--- src/hdl/fpa_pkg.sv ---
// ----------------------------------------------------------------------------
// fpa_pkg: shared types and constants for the q24.8 fixed-point alu
// commands, status codes, and the word structs, including the one for the divider cell step
// ----------------------------------------------------------------------------
package fpa_pkg;

  localparam int unsigned WordWidth = 32;
  localparam int unsigned FracBits  = 8;
  // divider quotient bits, one per cell
  localparam int unsigned QuotBits  = WordWidth + FracBits;
  localparam int unsigned NumCells  = QuotBits;

  typedef enum logic [4:0] {
    CmdAdd       = 5'd0,
    CmdSub       = 5'd1,
    CmdMul       = 5'd2,
    CmdDiv       = 5'd3,
    CmdGt        = 5'd4,
    CmdGe        = 5'd5,
    CmdLt        = 5'd6,
    CmdLe        = 5'd7,
    CmdEq        = 5'd8,
    CmdNe        = 5'd9,
    CmdMin       = 5'd10,
    CmdMax       = 5'd11,
    CmdInc       = 5'd12,
    CmdDec       = 5'd13,
    CmdFromInt   = 5'd14,
    CmdToInt     = 5'd15,
    CmdFromFloat = 5'd16,
    CmdToFloat   = 5'd17
  } cmd_e;

  typedef enum logic [1:0] {
    StatusOk     = 2'd0,
    StatusDivZero = 2'd1,
    StatusFloat  = 2'd2
  } status_e;

  typedef struct packed {
    logic [4:0]         command;
    logic signed [31:0] operand_a;
    logic signed [31:0] operand_b;
    logic [31:0]        float_in;
  } in_word_t;

  typedef struct packed {
    logic signed [31:0] result_value;
    logic               compare_true;
    logic [31:0]        float_out;
    logic [1:0]         status;
  } out_word_t;

  // word carried along the cell chain
  typedef struct packed {
    logic                 valid;
    logic                 is_div;
    logic                 neg;
    logic [QuotBits-1:0]  rem;   // partial remainder (magnitudes)
    logic [QuotBits-1:0]  dvd;   // dividend bits still to shift in, then quotient
    logic [WordWidth-1:0] dvs;   // divisor magnitude
    out_word_t            res;   // precomputed result for other commands
  } cell_word_t;

endpackage

--- src/hdl/fpa_front.sv ---
// ----------------------------------------------------------------------------
// fpa_front: entry stage
// computes every non-divide command in one registered step and loads the
// divider operands into the first chain word
// ----------------------------------------------------------------------------
module fpa_front (
  input  logic                clk_i,
  input  logic                rst_ni,
  input  logic                en_i,
  input  logic                valid_i,
  input  fpa_pkg::in_word_t   word_i,
  output fpa_pkg::cell_word_t word_o
);

  localparam int unsigned W = fpa_pkg::WordWidth;
  localparam int unsigned F = fpa_pkg::FracBits;

  fpa_pkg::cell_word_t word_d, word_q;

  logic signed [W-1:0]   a, b;
  logic signed [2*W-1:0] prod;
  logic                  lt, eq;
  logic [W-1:0]          mag_a, mag_b;
  logic [31:0]           fo;
  logic [31:0]           ff_res;
  logic [1:0]            ff_st;

  // float to fixed, round half away from zero
  logic                  fsign;
  logic [7:0]            fex;
  logic [23:0]           fman;
  logic signed [10:0]    fe;
  logic [63:0]           fmag;
  logic [W:0]            flim;
  logic                  fover;
  logic [5:0]            fsh;

  // fixed to float, round to nearest even
  logic [W-1:0]          tmag;
  logic [5:0]            tp;
  logic [W-1:0]          tm, trem, thalf;
  logic [5:0]            tsh;
  logic [24:0]           tmr;
  logic [7:0]            texp;

  always_comb begin
    a = word_i.operand_a[W-1:0];
    b = word_i.operand_b[W-1:0];
    prod = a * b;
    lt = a < b;
    eq = a == b;
    mag_a = a[W-1] ? W'(-a) : W'(a);
    mag_b = b[W-1] ? W'(-b) : W'(b);

    fsign = word_i.float_in[31];
    fex   = word_i.float_in[30:23];
    fman  = {(fex != 8'd0), word_i.float_in[22:0]};
    fe    = (fex == 8'd0) ? -11'sd149 : $signed({3'b000, fex}) - 11'sd150;
    fe    = fe + 11'(F);
    flim  = fsign ? (W+1)'(1) << (W-1) : ((W+1)'(1) << (W-1)) - (W+1)'(1);
    fover = 1'b0;
    fmag  = '0;
    fsh   = '0;
    ff_st = fpa_pkg::StatusOk;
    if (fex == 8'hff) begin
      fover = (fman[22:0] == 23'd0);
    end else if (fe >= 0) begin
      if (fe >= 11'sd40) fover = (fman != 24'd0);
      else fmag = {40'd0, fman} << fe[5:0];
    end else if (fe >= -11'sd25) begin
      fsh  = 6'(-fe);
      fmag = ({40'd0, fman} + (64'd1 << (fsh - 6'd1))) >> fsh;
    end
    if (fmag > 64'(flim)) fover = 1'b1;
    if (fex == 8'hff && fman[22:0] != 23'd0) begin
      ff_res = '0;
      ff_st  = fpa_pkg::StatusFloat;
    end else begin
      if (fover) begin
        fmag  = 64'(flim);
        ff_st = fpa_pkg::StatusFloat;
      end
      ff_res = 32'($signed((fsign ? W'(-fmag[W-1:0]) : fmag[W-1:0])));
    end

    tmag = mag_a;
    tp = '0;
    for (int i = 0; i < W; i++) if (tmag[i]) tp = 6'(i);
    tsh = '0;
    trem = '0;
    thalf = '0;
    tm = '0;
    texp = 8'(tp) + 8'd127 - 8'(F);
    if (tp <= 6'd23) begin
      tm = tmag << (6'd23 - tp);
      tmr = tm[24:0];
    end else begin
      tsh   = tp - 6'd23;
      trem  = tmag & ((W'(1) << tsh) - W'(1));
      thalf = W'(1) << (tsh - 6'd1);
      tm    = tmag >> tsh;
      tmr   = tm[24:0];
      if (trem > thalf || (trem == thalf && tm[0])) tmr = tmr + 25'd1;
      if (tmr[24]) begin
        tmr  = tmr >> 1;
        texp = texp + 8'd1;
      end
    end
    fo = (tmag == '0) ? 32'd0 : {a[W-1], texp, tmr[22:0]};

    word_d = '0;
    word_d.valid = valid_i;
    word_d.res.status = fpa_pkg::StatusOk;
    unique case (word_i.command)
      fpa_pkg::CmdAdd: word_d.res.result_value = 32'(a + b);
      fpa_pkg::CmdSub: word_d.res.result_value = 32'(a - b);
      fpa_pkg::CmdMul: word_d.res.result_value = 32'($signed(W'(prod >>> F)));
      fpa_pkg::CmdDiv: begin
        if (b == '0) begin
          word_d.res.status = fpa_pkg::StatusDivZero;
        end else begin
          word_d.is_div = 1'b1;
          word_d.neg    = a[W-1] ^ b[W-1];
          word_d.dvd    = {mag_a, F'(0)};
          word_d.dvs    = mag_b;
        end
      end
      fpa_pkg::CmdGt: word_d.res.compare_true = !lt && !eq;
      fpa_pkg::CmdGe: word_d.res.compare_true = !lt;
      fpa_pkg::CmdLt: word_d.res.compare_true = lt;
      fpa_pkg::CmdLe: word_d.res.compare_true = lt || eq;
      fpa_pkg::CmdEq: word_d.res.compare_true = eq;
      fpa_pkg::CmdNe: word_d.res.compare_true = !eq;
      fpa_pkg::CmdMin: word_d.res.result_value = 32'((lt || eq) ? a : b);
      fpa_pkg::CmdMax: word_d.res.result_value = 32'(!lt ? a : b);
      fpa_pkg::CmdInc: word_d.res.result_value = 32'($signed(W'(a + 1)));
      fpa_pkg::CmdDec: word_d.res.result_value = 32'($signed(W'(a - 1)));
      fpa_pkg::CmdFromInt: word_d.res.result_value = 32'($signed(W'(a <<< F)));
      fpa_pkg::CmdToInt: word_d.res.result_value = 32'($signed(W'(a >>> F)));
      fpa_pkg::CmdFromFloat: begin
        word_d.res.result_value = ff_res;
        word_d.res.status       = ff_st;
      end
      fpa_pkg::CmdToFloat: word_d.res.float_out = fo;
      default: ;
    endcase
  end

  always_ff @(posedge clk_i or negedge rst_ni) begin
    if (!rst_ni) begin
      word_q <= '0;
    end else if (en_i) begin
      word_q <= word_d;
    end
  end

  assign word_o = word_q;

endmodule

--- config.mk ---
export PLATFORM = sky130hd
export DESIGN_NAME = fpa_front
export DESIGN_NICKNAME = d
export VERILOG_FILES = /design/src/hdl/fpa_pkg.sv /design/src/hdl/fpa_front.sv
export SDC_FILE = /design/constraint.sdc
export NUM_CORES = 2
export LEC_CHECK = 0
export BUFFER_PORTS_ARGS = -buffer_cell sky130_fd_sc_hd__buf_4
export CORE_MARGIN = 5
export CORE_UTILIZATION = 55
export CTS_CLUSTER_DIAMETER = 150
export DETAILED_ROUTE_END_ITERATION = 7
export PLACE_DENSITY = 0.73
export SYNTH_ARGS = -nofsm -noshare
export SYNTH_HDL_FRONTEND = slang
export SYNTH_SLANG_ARGS = --single-unit
--- constraint.sdc ---
create_clock -name clk_i -period 4.1 [get_ports clk_i]
set_clock_uncertainty 0.05 [all_clocks]
set_input_delay 0.41 -clock clk_i [delete_from_list [all_inputs] [get_ports clk_i]]
set_output_delay 0.41 -clock clk_i [all_outputs]
set_load 0.01 [all_outputs]
==> flow_summary.yaml <==
run_status:
  status: "finished with violations"
  failed_checks: "DRC, hold timing, setup timing"
cells_and_area:
  area_growth_pct: 32.8
  fillCellCount: 7145
  seqCellArea_um2: 3350
  fin_cells: 9392
  largest_reg_flops: 134
  num-nets-final: 9215
  utilization_pct: 73.3
  multi_input_area_um2: 44000
  design_area_um2: 68100
  final_layout_size_suffix_gt1_share_pct: 28.4
power_and_ir_drop:
  ir_drop_mv: 3.75
  p_leak_uw: 0.0338
  powerDensity_nw_per_um2: 1100
floorplanning:
  rows: 112
  die_x_um: 315
  die_area_um2: 99400
  start_util_pct: 55.2
  ios: 287
  die_h_um: 315
  core_area_um2: 92900
global_route:
  grt_antenna_before_repair: 20
  grt_pass1_vias: 60000
  grt_max_degree: 93
  met1_usage_pct: 58.9
  overflow: 0
  use_met2_pct: 70.2
  grt_pass1_wl_mm: 360
  busiest_layer: "met2"
  grt_use_total_pct: 47.2
  globalRouteMet3Util_pct: 15.6
run:
  drv_cap: 0
drt:
  dr.pass1.iters: 8
  wl_per_cell_um: 25.6
  vias: 59300
  drc: 26
  drtAntennaViolNets: 0
  wirelength_mm: 240
  drtIter0Drc: 7159
  viasPerCell: 6.32
yosys:
  yosysTopAreaCellShare_pct: 25.2
  ys_seq_area_share_pct: 6.54
  syn_area_um2: 51300
  ys_ff_latch: 134
  netlist_instances: 6638
  synth.most_common_cell: "nand2_1"
  synth.distinct_cells: 121
  synthTopCellsByArea: "fa_1 (25%), ha_1 (8.5%), nand2_1 (6.8%)"
  synth.avg_cell_area_um2: 7.73
  synth_edf_count: 0
  synth_common_cells: "nand2_1 (934), inv_1 (886), fa_1 (645), nor2_1 (429), clkbuf_1 (360)"
  synth_top_area_cell: "fa_1"
  synth_top_flop_cell: "dfrtp_1"
  yosys_warnings: 0
  async_flop_share_pct: 100
worst_setup_path:
  cpPeakStageDelay_ps: 550
  cp_common_cell: "buf_4"
  worstPathMaxFanout: 5
  r2r_end: "word_o[63]"
  reg2reg_depth: 8
  worstPathRequired_ps: 4400
  r2r_slack_ps: 2020
  worstSetupPathType: "primary input to register"
  crit_end: "word_o[61]"
  cp-start-kind: "primary input"
  crit_start: "word_i[30]"
  reg2reg_from: "word_o[63]"
  crit_arrival_ps: 9580
  cp_slowest_cell: "or4_4"
  crit_path_end_kind: "register"
placement:
  post-place-ws_ps: -5980
  place_area_um2: 65600
  dp_hpwl_mm: 192
  gp_congestion: 1.10
  place_inst: 9266
  portBuffers: 238
sta:
  setup_viol_count_final: 71
  holdWs_ps: -15.1
  finalCritPeriodShare_pct: 226
  worstMarginPinSlew_ps: 945
  slew_headroom_pct: 37.0
  setup_slack_ps: -5180
  fmax_mhz: 108
  rsz0062_at_grt: "yes"
  slew_violations: 0
  hold_violations: 3
  period_needed_ps: 9280
  tns_ps: -294590
clock_network:
  cts_root_buf: "clkbuf_16"
  cts.sinks: 134
  cts_buffers: 17
  insertion_delay_ps: 460
  clkTransAtPathRegs_ps: 80
  h-tree-depth: 4
  cts_tree: "built"
  ctsHoldBuffers: 0
  clockBufferDepth: 2
worst_hold_path:
  hold_path.class: "primary input to asynchronous set/reset pin"
worst min-delay path by stage:
stage	start	to	slack (ps)	cells after the start
after floorplan	rst_ni	word_o[0]	60	0
final	rst_ni	word_o[181]	-20	1
after CTS	rst_ni	word_o[181]	7	1
after global placement	word_o[38]	word_o[38]	420	1
after detailed placement	word_o[117]	word_o[117]	420	1
after global routing	rst_ni	word_o[181]	50	1
cells in the final DEF, fill, tap and decap left out, types with 40 or more instances in the layout:
cell type / Yosys / final
buf_4: 56 / 1847
nand2_1: 934 / 922
inv_1: 886 / 880
fa_1: 645 / 643
nor2_1: 429 / 420
ha_1: 349 / 339
a21oi_1: 293 / 280
o21ai_0: 263 / 234
xnor2_1: 213 / 205
and2_1: 148 / 145
dfrtp_1: 134 / 134
mux2i_1: 118 / 113
nor3_1: 121 / 109
nand3_1: 117 / 106
a21o_1: 91 / 91
o2bb2ai_1: 79 / 77
a211oi_1: 85 / 75
xor2_1: 76 / 72
nand4_1: 64 / 64
o211ai_1: 62 / 62
a31oi_1: 53 / 49
conb_1: 1 / 48
o21a_1: 44 / 44
a221oi_1: 47 / 42
buf_6: 8 / 40
metal layers:
layer  vias to the layer above  routed length, um
met2                      4106             101000
met3                      1310              31900
met5                         -                144
met1                     28500              86200
li1                      25400                  -
met4                        22              20900
report_power, final:
part           internal [uW]  switching (uW)  total, uW
sequential              1410             182       1590
clock                    938             829       1770
combinational          33700           37700      71400
stage by stage:
stage	power [uW]	hold WS, ps
after floorplan	41600	64.4
after global placement	69100	417
after detailed placement	70900	425
after CTS	73800	7.49
after global routing	79300	48.8
final	74800	-15.1
layout make-up:
type                       count  area share, %
tap                         1254           2.30
inverter                     906           5.07
antenna                        9         0.0331
sequential                   134           4.93
timing repair buffer        1925           22.1
clock buffer                  17          0.625
multi-input combinational   5132           64.7
clock inverter                15          0.290
cell families (layout without fill, tap and decap cells):
| family | count (synthesis) | after routing | synth area share [%] |
|---|---|---|---|
| and+or+nand+nor | 2137 | 2137 | 19.4 |
| AOI/OAI and AO/OA | 1496 | 1496 | 20.6 |
| buffers and inverters | 1420 | 2863 | 11.0 |
| adders and majority gates | 994 | 994 | 33.7 |
| xor gates and xnor gates | 293 | 294 | 5.10 |
| muxes | 163 | 163 | 3.70 |
| DFF | 134 | 134 | 6.54 |
| other | 1 | 57 | 0.00731 |
critical path: cells and delay by family:
kind | cells | cell delay [ps]
xor+xnor | 1 | 220
mux | 1 | 210
fa+ha+maj | 2 | 590
buf+inv | 26 | 3510
simple gates | 7 | 1800
compound gates | 14 | 2800
repair_timing:
| action | CTS | global route |
|---|---|---|
| pin swaps | 92 | 22 |
| endpoints found under the setup margin | 79 | 77 |
| setup buffers | 69 | 11 |
| cloned | 5 | 1 |
| resized for setup | 177 | 53 |
Note: power is estimated with default switching activity, not from simulation.
