--- config.mk ---
export PLATFORM = sky130hd
export DESIGN_NAME = fpa_cell
export DESIGN_NICKNAME = d
export VERILOG_FILES = /design/src/hdl/fpa_pkg.sv /design/src/hdl/fpa_cell.sv
export SDC_FILE = /design/constraint.sdc
export NUM_CORES = 1
export LEC_CHECK = 0
export ABC_CLOCK_PERIOD_IN_PS = 1400
export BUFFER_PORTS_ARGS = -buffer_cell sky130_fd_sc_hd__buf_2
export CELL_PAD_IN_SITES_DETAIL_PLACEMENT = 1
export CELL_PAD_IN_SITES_GLOBAL_PLACEMENT = 2
export CORE_MARGIN = 3
export CORE_UTILIZATION = 27
export CTS_CLUSTER_SIZE = 12
export DETAILED_ROUTE_END_ITERATION = 6
export PLACE_DENSITY_LB_ADDON = 0.1
export SYNTH_ARGS = -nofsm -noshare
export SYNTH_HDL_FRONTEND = slang
export SYNTH_SLANG_ARGS = --single-unit
--- constraint.sdc ---
create_clock -name clk_i -period 1.4 [get_ports clk_i]
set_clock_uncertainty 0.2 [all_clocks]
set_input_delay 0.28 -clock clk_i [delete_from_list [all_inputs] [get_ports clk_i]]
set_output_delay 0.28 -clock clk_i [all_outputs]
set_load 0.01 [all_outputs]
--- src/hdl/fpa_pkg.sv ---
// ----------------------------------------------------------------------------
// fpa_pkg: shared types and constants for the q24.8 fixed-point alu
// commands, status codes, and the word structs, including the one for the divider cell step
// ----------------------------------------------------------------------------
package fpa_pkg;

  localparam int unsigned WordWidth = 32;
  localparam int unsigned FracBits  = 8;
  // divider quotient bits, one per cell
  localparam int unsigned QuotBits  = WordWidth + FracBits;
  localparam int unsigned NumCells  = QuotBits;

  typedef enum logic [4:0] {
    CmdAdd       = 5'd0,
    CmdSub       = 5'd1,
    CmdMul       = 5'd2,
    CmdDiv       = 5'd3,
    CmdGt        = 5'd4,
    CmdGe        = 5'd5,
    CmdLt        = 5'd6,
    CmdLe        = 5'd7,
    CmdEq        = 5'd8,
    CmdNe        = 5'd9,
    CmdMin       = 5'd10,
    CmdMax       = 5'd11,
    CmdInc       = 5'd12,
    CmdDec       = 5'd13,
    CmdFromInt   = 5'd14,
    CmdToInt     = 5'd15,
    CmdFromFloat = 5'd16,
    CmdToFloat   = 5'd17
  } cmd_e;

  typedef enum logic [1:0] {
    StatusOk     = 2'd0,
    StatusDivZero = 2'd1,
    StatusFloat  = 2'd2
  } status_e;

  typedef struct packed {
    logic [4:0]         command;
    logic signed [31:0] operand_a;
    logic signed [31:0] operand_b;
    logic [31:0]        float_in;
  } in_word_t;

  typedef struct packed {
    logic signed [31:0] result_value;
    logic               compare_true;
    logic [31:0]        float_out;
    logic [1:0]         status;
  } out_word_t;

  // word carried along the cell chain
  typedef struct packed {
    logic                 valid;
    logic                 is_div;
    logic                 neg;
    logic [QuotBits-1:0]  rem;   // partial remainder (magnitudes)
    logic [QuotBits-1:0]  dvd;   // dividend bits still to shift in, then quotient
    logic [WordWidth-1:0] dvs;   // divisor magnitude
    out_word_t            res;   // precomputed result for other commands
  } cell_word_t;

endpackage

--- src/hdl/fpa_cell.sv ---
// ----------------------------------------------------------------------------
// fpa_cell: one restoring-division step
// shifts one dividend bit into the remainder and produces one quotient bit
// ----------------------------------------------------------------------------
module fpa_cell (
  input  logic                clk_i,
  input  logic                rst_ni,
  input  logic                en_i,
  input  fpa_pkg::cell_word_t word_i,
  output fpa_pkg::cell_word_t word_o
);

  localparam int unsigned Q = fpa_pkg::QuotBits;

  fpa_pkg::cell_word_t word_d, word_q;
  logic [Q:0]          trial;

  always_comb begin
    word_d = word_i;
    trial  = {word_i.rem, word_i.dvd[Q-1]} - (Q+1)'(word_i.dvs);
    if (word_i.is_div) begin
      if (!trial[Q]) begin
        word_d.rem = trial[Q-1:0];
        word_d.dvd = {word_i.dvd[Q-2:0], 1'b1};
      end else begin
        word_d.rem = {word_i.rem[Q-2:0], word_i.dvd[Q-1]};
        word_d.dvd = {word_i.dvd[Q-2:0], 1'b0};
      end
    end
  end

  always_ff @(posedge clk_i or negedge rst_ni) begin
    if (!rst_ni) begin
      word_q <= '0;
    end else if (en_i) begin
      word_q <= word_d;
    end
  end

  assign word_o = word_q;

endmodule

==> metrics.md, run 1 <==
| Metric | Value |
|---|---|
| Routed WL | `45.4 mm` |
| CP Launch Type | `input pin` |
| Reg2reg start | `word_o[174]` |
| Worst reg2reg path depth | `3` |
| CTS H-tree lvls | `4` |
| Largest family of logic cells by synthesized area | `multiplexers` |
| Required @ worst endpoint | `~1.5 ns` |
| Max Freq | `~0.37 GHz` |
| CP arrival | `between 2 and 3 ns` |
| Num ports | `roughly 370` |
| Post-Synth Adder-Cell Area | `0.0413` |
| Syn avg cell area | `roughly 10 um^2` |
| Min-Delay Path Class | `input pin to register` |
| Mapped Cells | `approximately 1000` |
| Post-DR vias/cell | `approximately 4.7` |
| Critical path peak fanout | `6` |
| Post-synthesis simple-gate area fraction | `0.112` |
| Synth cell types | `69` |
| RSZ-0062 raised after global routing | `true` |
| First-pass DRT Iterations | `4` |
| WHS | `about 0.041 ns` |
| Final setup vio count | `between 200 and 250` |
| Die ar. | `~40000 um^2` |
| First-pass GRT wire length | `around 70 mm` |
| DR DRC count | `0` |
| Mapped cell area | `10200 um^2` |
| Share of cells above drive strength 1 | `0.504` |
| Sequential Area | `between 4000 and 5000 um^2` |
| # rows | `70` |
| Initial Util | `0.276` |
| Register bit total from synthesis | `approximately 180` |
| CTS buffer count | `17` |
| Post-synth top area share | `0.448` |
| Vias | `between 10000 and 15000` |
| Die Span Y | `~200 um` |
| P&R area growth vs syn | `80.7%` |
| Synth warnings | `0` |
| Compound-Gate Fraction of Synth Area | `0.153` |
| Port buffer count | `about 370` |
| Slew Limit Fails | `0` |
| First DRT Iteration DRCs | `341` |
| CP Capture Type | `register` |
| Hold Fails Final Rpt | `0` |
| Total GRT Usage | `0.221` |
| Async set or reset register ratio after synthesis | `1.00` |
| Status | `finished, violations left` |
| WHS Endpoint | `word_o[165]` |
| Final global-route overflow total | `0` |
| Most numerous cell in the Yosys netlist | `dfrtp_1` |
| Core area | `roughly 37000 um^2` |
| Pre-CTS WS | `-1.96 ns` |
| Startpoint of the worst hold path | `word_i[164]` |
| Slew Limit Headroom | `0.640` |
| CTS tree | `built` |
| # clock sinks | `182` |
| R2R Setup Slk | `-0.09 ns` |
| Mux share of post-synthesis cell area | `0.175` |
| Wire per inst | `around 20 um` |
| Hold Path Stages | `4` |
| Fillers | `between 4000 and 5000` |
| Skew-Pair Late Insertion Delay | `0.45 ns` |
| Nets | `between 1500 and 2000` |
| Antenna Nets Post-Route | `0` |
| DPL Wire Length | `33.5 mm` |
| Area leader, netlist | `dfrtp_1` |
| Sequential element share of the synthesized area | `0.448` |
| Xor and xnor fraction of the mapped netlist area | `0.0207` |
| Post-synth EDFFs | `0` |
| Period Utilization, post-route | `1.93` |
| Worst Tran Pin Value | `around 0.54 ns` |
| Failing checks | `setup timing` |
| Clock buffer depth | `2` |
| Total power per unit cell area | `roughly 930 nW/um^2` |
| Clock Tree Root | `clkbuf_16` |
| Max reg flops | `approximately 180` |
| Antenna violations before repair | `2` |
| Syn_nets | `between 1000 and 1500` |
| Final WS setup | `-1.31 ns` |
| Pleak | `roughly 0.0086 uW` |
| RR Endpoint | `word_o[174]` |
| Post-layout min period | `around 2.7 ns` |
| Vias in the first global route | `12207` |
| CP startpoint | `word_i[92]` |
| Width of the die | `between 200 and 250 um` |
| Synth area leaders | `dfrtp_1, mux2_2, mux2i_1` |
| Maxcap violations | `0` |
| Top post-synthesis cells by count | `dfrtp_1, mux2_2, a21oi_1` |
| Area of the multi-input gates | `roughly 5800 um^2` |
| Routability cong. | `approximately 0.83` |
| Clock transition at the registers of the reported paths | `about 0.080 ns` |
| Setup CP Type | `input pin to register` |
| Post-synth top flop | `dfrtp_1` |
| Largest net degree at the start of global routing | `46` |
| Maximum vdd ir drop | `0.901 mV` |
[cells in the final DEF (no fill, tap or decap), types with 4 or more instances in the layout]
cell,Yosys,final
nand2_1,43,40
xnor2_1,16,15
ha_1,32,14
o221ai_1,20,19
dfrtp_1,182,182
inv_6,0,5
buf_2,12,264
a21o_1,10,10
ha_4,0,16
mux2_2,102,102
nor2_1,78,76
a31oi_1,16,12
nand3_1,36,32
mux2i_1,63,61
o21ai_0,34,25
o21a_1,5,4
buf_8,0,5
or3_1,5,4
nor2b_1,10,10
o21bai_1,4,4
a21oi_2,0,15
clkbuf_16,0,17
buf_12,0,15
buf_6,1,117
o21ai_1,0,6
dlygate4sd3_1,0,159
nor3_1,16,11
o211ai_1,8,8
xor2_1,8,8
a21oi_1,92,74
inv_1,67,53
buf_4,1,249
nand4_1,13,13
inv_2,0,10
[report_power, final]
| part | switching (uW) | total (uW) | internal (uW) |
|---|---|---|---|
| Combinational | 2640 | 5780 | 3130 |
| Clock | 2420 | 5110 | 2690 |
| Sequential | 392 | 6220 | 5830 |
| Total | 5450 | 17100 | 11700 |
[critical path: stages]
cell and delay (ns):
buf_2 0.11, inv_4 0.04, ha_4 0.27, a21oi_4 0.06, o311a_4 0.33, o31ai_4 0.32, and4b_2 0.31, nor3_4 0.25
buf_6 0.16, nor2_4 0.04, buf_12 0.13, buf_12 0.14, mux2i_1 0.12, a221o_1 0.30
[cell type report]
cell class	instances	share of cell area
multi-input combinational	694	0.315
antenna	1	0.000136
clock inverter	14	0.00885
clock buffer	18	0.0234
tap	504	0.0343
timing repair buffer	812	0.355
inverter	67	0.0148
sequential	182	0.248
[how the worst max path moves through the flow]
stage / slack [ns] / end
3_3_place_gp: -1.90 / word_o[174]
5_1_grt: -1.39 / word_o[164]
3_5_place_dp: -1.96 / word_o[174]
2_1_floorplan: -1.56 / word_o[174]
4_1_cts: -1.35 / word_o[139]
6_report: -1.31 / word_o[139]
[timing repair]
action                                  4_1_cts  5_1_grt
resized for setup                           179      102
pin swaps                                    29       59
endpoints found under the setup margin      223      223
gates cloned                                  1        0
endpoints found under the hold margin       340        0
buffers inserted                             41       31
hold buffers                                159        0
[per-stage QoR]
step                total power [uW]  utilization  setup TNS, ns  instance area [um^2]  instances
finish                         17100        0.498         -60.02                 18400       2292
global route                   18000        0.498         -71.18                 18400       2292
CTS                            17000        0.480         -67.40                 17700       2268
detailed placement             10700        0.389         -97.54                 14300       2038
global placement               10700        0.389         -92.95                 14300       2038
floorplan                       8370            -         -53.48                 10400       1007
[cell families (layout without fill, tap and decap cells)]
group           count (synthesis)  count (layout)
mux                           165             165
xor+xnor                       24              24
compound gates                239             239
fa+ha+maj                      33              33
other cells                     0               1
simple gates                  233             233
flops                         182             182
buf+inv                       131             911
[layer usage]
layer / vias to the layer above / global-route usage / wire, um
li1: 5182 / - / -
met1: 5382 / 0.270 / 19500
met2: 263 / 0.385 / 22600
met3: 33 / 0.0592 / 2630
met4: 2 / 0.0594 / 637
met5: - / 0 / 13
(Power assumes the default switching activity.)
==> run 2: changes to the inputs <==
==> constraint.sdc (replaced) <==
create_clock -name clk_i -period 1.4 [get_ports clk_i]
set_clock_uncertainty 0.2 [all_clocks]
set_input_delay 0.07 -clock clk_i [delete_from_list [all_inputs] [get_ports clk_i]]
set_output_delay 0.07 -clock clk_i [all_outputs]
set_load 0.01 [all_outputs]
==> metrics.md, run 2 (synthesis results as in run 1) <==
| Metric | Value |
|---|---|
| Clock buffer depth | `2 (unchanged)` |
| Fillers | `4144 (+0.24%)` |
| CTS H-tree lvls | `4 (unchanged)` |
| DP Area | `14400 um^2 (+0.27%)` |
| Routed WL | `47.2 mm (+4.0%)` |
| Most frequent cells in the layout | `buf_2, buf_4, dlygate4sd3_1, dfrtp_1, mux2_2` |
| DPL Wire Length | `33.7 mm (+0.71%)` |
| Net Switching | `5490 uW (+0.61%)` |
| P&R area growth vs syn | `79.9%` |
| Skew-Pair Late Insertion Delay | `0.45 ns (about the same)` |
| First DRT Iteration DRCs | `463 (+36%)` |
| First-pass DRT Iterations | `4 (unchanged)` |
| Width of the die | `200 um (unchanged)` |
| Largest net degree at the start of global routing | `54 (+17%)` |
| Slew Limit Fails | `0 (unchanged)` |
| Nets | `2005 (+0.65%)` |
| Fin util | `0.496 (-0.00214)` |
| Sw Ratio | `0.324 (+0.00529)` |
| CP Capture Type | `register` |
| Status | `finished, violations left` |
| Final setup vio count | `44 (-80%)` |
| Setup CP Type | `input pin to register` |
| Pleak | `0.00857 uW (-0.42%)` |
| Maxcap violations | `0 (unchanged)` |
| Num ports | `367 (unchanged)` |
| Total power per unit cell area | `925 nW/um^2 (-0.61%)` |
| Min-Delay Path Class | `input pin to async pin` |
| Commonest non-fill, non-tap cell in the layout | `buf_2` |
| Comb power frac | `0.327 (-0.011)` |
| P_int | `11400 uW (-1.8%)` |
| Failing checks | `hold timing, setup timing` |
| Period Utilization, post-route | `1.80 (-0.129)` |
| Core area | `36900 um^2 (unchanged)` |
| Vias | `10971 (+1.0%)` |
| Antenna Nets Post-Route | `0 (unchanged)` |
| CP arrival | `2.72 ns (-0.13 ns)` |
| CTS tree | `built` |
| Critical path peak fanout | `7 (+1)` |
| Total GRT Usage | `0.229 (+0.00847)` |
| CTS buffer count | `17 (unchanged)` |
| # clock sinks | `182 (unchanged)` |
| Slew Limit Headroom | `0.374 (-0.266)` |
| Area of the multi-input gates | `5910 um^2 (+1.9%)` |
| Share of cells above drive strength 1 | `0.491 (-0.0131)` |
| Antenna violations before repair | `4 (+2)` |
| Vias in the first global route | `12343 (+1.1%)` |
| Die ar. | `40000 um^2 (unchanged)` |
| Post-DR vias/cell | `4.76 (+0.35%)` |
| Reg2reg start | `word_o[174]` |
| DR DRC count | `0 (unchanged)` |
| RSZ-0062 raised after global routing | `true` |
| CP Launch Type | `input pin` |
| Max Freq | `0.396 GHz (+7.1%)` |
| Sequential share of power | `0.362 (-0.002)` |
| Die Span Y | `200 um (unchanged)` |
| Final global-route overflow total | `0 (unchanged)` |
| First-pass GRT wire length | `72.1 mm (+2.5%)` |
| CP endpoint | `word_o[177]` |
| Maximum vdd ir drop | `0.900 mV (-0.13%)` |
| Initial Util | `0.276 (unchanged)` |
| Required @ worst endpoint | `1.59 ns (+0.05 ns)` |
| Clock share of power | `0.310 (+0.011)` |
| Design area | `18300 um^2 (-0.43%)` |
| Routability cong. | `0.843 (+0.97%)` |
| Hold Fails Final Rpt | `26 (+26)` |
| R2R Setup Slk | `-0.04 ns (+0.05 ns)` |
| CP startpoint | `word_i[95]` |
| Post-layout min period | `2.53 ns (-0.180 ns)` |
| Wire per inst | `20.5 um (+3.3%)` |
| Worst reg2reg path depth | `3 (unchanged)` |
| Setup TNS | `-39.78 ns (+20.24 ns)` |
| RR Endpoint | `word_o[174]` |
| Worst Tran Pin Value | `0.937 ns (+0.402 ns)` |
| Max reg flops | `182 (unchanged)` |
| Port buffer count | `366 (unchanged)` |
| Clock transition at the registers of the reported paths | `0.08 ns (about the same)` |
| Final WS setup | `-1.13 ns (+0.180 ns)` |
| Clock Tree Root | `clkbuf_16` |
| WHS | `-0.0854 ns (-0.126 ns)` |
| # rows | `70 (unchanged)` |
| Sequential Area | `4550 um^2 (unchanged)` |
==> run 2: layout make-up <==
cell class / count / area share
tap: 504 / 0.0345
clock inverter: 13 / 0.00875
multi-input combinational: 694 / 0.323
timing repair buffer: 825 / 0.344
clock buffer: 19 / 0.0248
inverter: 67 / 0.0158
antenna: 3 / 0.000410
sequential: 182 / 0.249
==> run 2: worst min path at each step <==
stage,slack (ns),endpoint,start
2_1_floorplan,-0.43,word_o[0],rst_ni
3_3_place_gp,-0.18,word_o[79],rst_ni
3_5_place_dp,-0.17,word_o[79],rst_ni
4_1_cts,-0.36,word_o[95],word_i[95]
5_1_grt,-0.08,word_o[79],rst_ni
6_report,-0.09,word_o[79],rst_ni
==> run 2: per-stage QoR <==
stage / total power, uW / worst slack, ns / instances / hold slack (ns)
2_1_floorplan: 8340 / -1.35 / 1007 / -0.426
3_3_place_gp: 10700 / -1.67 / 2040 / -0.176
3_5_place_dp: 10800 / -1.67 / 2040 / -0.169
4_1_cts: 17000 / -1.13 / 2298 / -0.359
5_1_grt: 17900 / -1.17 / 2307 / -0.0832
6_report: 16900 / -1.13 / 2307 / -0.0854
==> run 2: per-layer routing <==
metal	wire length (um)	up-vias	track usage
li1	-	5218	-
met1	19500	5433	0.269
met2	23900	274	0.407
met3	2840	44	0.0673
met4	969	2	0.0632
met5	7	-	0.0107
==> run 2: power groups by stage <==
| stage | clock (uW) | sequential (uW) | combinational, uW |
|---|---|---|---|
| after floorplan | 0 | 6490 | 1860 |
| after global placement | 0 | 6200 | 4490 |
| after detailed placement | 0 | 6230 | 4540 |
| after CTS | 5430 | 6140 | 5420 |
| after global routing | 5650 | 6220 | 6010 |
| final | 5260 | 6130 | 5540 |
==> run 2: worst max-delay path, cell delays in order <==
cell	delay (ns)
buf_8	0.08
inv_4	0.03
ha_4	0.27
nand2_2	0.05
o311a_4	0.37
o31ai_4	0.26
and4b_2	0.31
o21a_4	0.26
buf_6	0.12
or2_4	0.31
or4_4	0.50
nand3_2	0.07
==> run 2: what timing repair did <==
item,CTS,global route
setup buffers,40,8
endpoints found under the setup margin,42,67
hold endpoints to repair,363,42
gates resized for setup,136,75
pin swaps,57,44
cloned,2,1
hold buffers,200,9
==> run 3: changes to the inputs <==
ABC_CLOCK_PERIOD_IN_PS = 2700   (was 1400)
CORE_UTILIZATION = 30   (was 27)
clock period = 2.7 ns   (was 1.4 ns; I/O delays follow)
==> metrics.md, run 3 (synthesis results as in run 1) <==
| Metric | Value |
|---|---|
| Status | `finished, violations left` |
| Failing checks | `setup timing` |
| Vias in the first global route | `12055 (-2.3%)` |
| Wire per inst | `20.1 um (-1.8%)` |
| Hold Fails Final Rpt | `0 (-100%)` |
| Highest routed metal layer | `met5` |
| Placed cell count | `1947 (-4.6%)` |
| Maximum vdd ir drop | `0.436 mV (-52%)` |
| Max reg flops | `182 (unchanged)` |
| Max incr delay on CP | `0.38 ns (-0.12 ns)` |
| Pleak | `0.00809 uW (-5.7%)` |
| Setup TNS | `-0.0582 ns (+39.72 ns)` |
| Fin util | `0.513 (+0.0168)` |
| Critical path peak fanout | `5 (-2)` |
| # clock sinks | `182 (unchanged)` |
| Commonest non-fill, non-tap cell in the layout | `buf_2` |
| Final global-route overflow total | `0 (unchanged)` |
| Period Utilization, post-route | `1.01` |
| DPL Wire Length | `31.6 mm (-6.4%)` |
| P&R area growth vs syn | `66.2%` |
| CP Launch Type | `input pin` |
| Wire length on met3 | `2.49 mm (-12%)` |
| DR DRC count | `0 (unchanged)` |
| Slew Limit Fails | `0 (unchanged)` |
| Core area | `32900 um^2 (-11%)` |
| CTS tree | `built` |
| Required @ worst endpoint | `2.88 ns (+1.29 ns)` |
| Post-layout min period | `about 2.7 ns` |
| Critical path, cell by cell | `buf_4, inv_2, ha_4, nand2_2, o311a_4, o31ai_4, and4b_1, buf_4, o21a_4, or3_4, or3_1, o211ai_1` |
| Largest net degree at the start of global routing | `120 (+120%)` |
| Maxcap violations | `0 (unchanged)` |
| Slowest CP cell | `or3_1` |
| RSZ-0062 raised after global routing | `true` |
| Vias | `10718 (-2.3%)` |
| Clock Tree Root | `clkbuf_16` |
| # rows | `66 (-5.7%)` |
| CP Capture Type | `register` |
| Pre-CTS WS | `-0.501 ns (+1.17 ns)` |
| Metal2 WL | `22.6 mm (-5.4%)` |
| First-pass GRT wire length | `69.0 mm (-4.4%)` |
| Total GRT Usage | `0.243 (+0.0137)` |
| Crit path max-delay family | `compound AO/OA/AOI/OAI gates` |
| Final Total Pwr | `8580 uW (-49%)` |
| Die Span Y | `190 um (-5.0%)` |
| Antenna violations before repair | `5 (+1)` |
| Total power per unit cell area | `507 nW/um^2 (-45%)` |
| Width of the die | `190 um (-5.0%)` |
| Worst reg2reg path depth | `3 (unchanged)` |
| Port buffer count | `366 (unchanged)` |
| Setup CP Type | `input pin to register` |
| Worst Tran Pin Value | `0.707 ns (-0.230 ns)` |
| Share of cells above drive strength 1 | `0.434 (-0.0561)` |
| Final setup vio count | `2 (-95%)` |
| Antenna Nets Post-Route | `0 (unchanged)` |
| WP depth | `12 (unchanged)` |
| Most frequent cells in the layout | `buf_2, buf_4, dlygate4sd3_1, dfrtp_1, mux2_2` |
| Post-DR vias/cell | `4.89 (+2.9%)` |
| Num ports | `367 (unchanged)` |
| Die ar. | `36200 um^2 (-9.7%)` |
| Final WS setup | `-0.0293 ns (+1.10 ns)` |
| Hold Path Stages | `4` |
| First DRT Iteration DRCs | `416 (-10%)` |
| Max Freq | `between 0.3 and 0.4 GHz` |
| Slew Limit Headroom | `0.529 (+0.154)` |
| Met1 Wirelength | `18.0 mm (-7.7%)` |
| Initial Util | `0.309 (+0.0329)` |
| Nets | `1952 (-2.6%)` |
| CTS H-tree lvls | `4 (unchanged)` |
| Worst Path Buf+Inv | `3 (unchanged)` |
| Clock transition at the registers of the reported paths | `0.08 ns (about the same)` |
| Clock buffer depth | `2 (unchanged)` |
| Routed WL | `44.0 mm (-6.8%)` |
| Cell repeated most along the worst path | `buf_4` |
| Skew-Pair Late Insertion Delay | `0.45 ns (about the same)` |
| First-pass DRT Iterations | `5 (+1)` |
| Fillers | `3758 (-9.3%)` |
| CTS buffer count | `17 (unchanged)` |
| Post-Layout Cell Count | `2190 (-5.1%)` |
| Routability cong. | `0.845 (+0.32%)` |
| CP arrival | `2.90 ns (+0.18 ns)` |
| Min-Delay Path Class | `input pin to register` |
==> run 3: cell count changes in the layout (fill, tap and decap cells not counted), sizes merged, moves of 2 or more <==
cell          previous run  this run
dlygate4sd3            195       198
buf                    624       572
clkbuf                  21        19
diode                    3         1
clkinv                   5         7
dlymetal6s4s             3         0
==> run 3: metrics by stage <==
| step | area (um^2) | hold slack [ns] |
|---|---|---|
| 6_report | 16900 | 0.0318 |
| 5_1_grt | 16900 | 0.0517 |
| 4_1_cts | 16600 | 0.00748 |
| 3_5_place_dp | 13900 | 0.0349 |
| 3_3_place_gp | 13900 | 0.0331 |
| 2_1_floorplan | 10300 | -0.361 |
==> run 3: report_power, final <==
part / internal [uW] / leakage [uW] / switching (uW)
logic: 1290 / 0.00566 / 1280
registers: 3020 / 0.00212 / 167
clock network: 1500 / 0.000313 / 1310
total: 5820 / 0.00809 / 2760
==> run 3: worst reg2reg max path, cell delays in order, from the launching register on <==
cell and delay [ns]:
dfrtp_1 0.38, nor2_1 0.11, a21oi_1 0.05, dlygate4sd3_1 0.57
==> run 3: final timing paths <==
kind / startpoint / slack [ns] / to
worst min register to register: word_o[180] / 0.29 / word_o[180]
worst max-delay path: word_i[95] / -0.03 / word_o[178]
worst max register to register: word_o[107] / 1.28 / word_o[107]
min in group asynchronous: rst_ni / 0.08 / word_o[156]
worst min-delay path: word_i[170] / 0.03 / word_o[170]
max in group asynchronous: rst_ni / 1.40 / word_o[12]
==> run 3: final cells by class <==
class,instances,area [um^2],area share
diodes,1,2.50,0.000148
clock buffers,17,425,0.0252
clock inverters,15,216,0.0128
inverters,67,272,0.0161
multi-input cells,694,5340,0.316
flip-flops and latches,182,4550,0.269
well taps,442,553,0.0327
repair buffers,772,5550,0.328
==> run 3: timing repair <==
action | 4_1_cts | 5_1_grt
hold endpoints to repair | 257 | 0
buffers inserted | 0 | 12
resized for setup | 0 | 55
hold buffers | 198 | 0
endpoints found under the setup margin | 0 | 30
==> run 3: layer usage <==
metal	GRT usage	up-vias
met4	0.0663	8
li1	-	5089
met2	0.440	266
met3	0.0619	48
met5	0	-
met1	0.285	5307
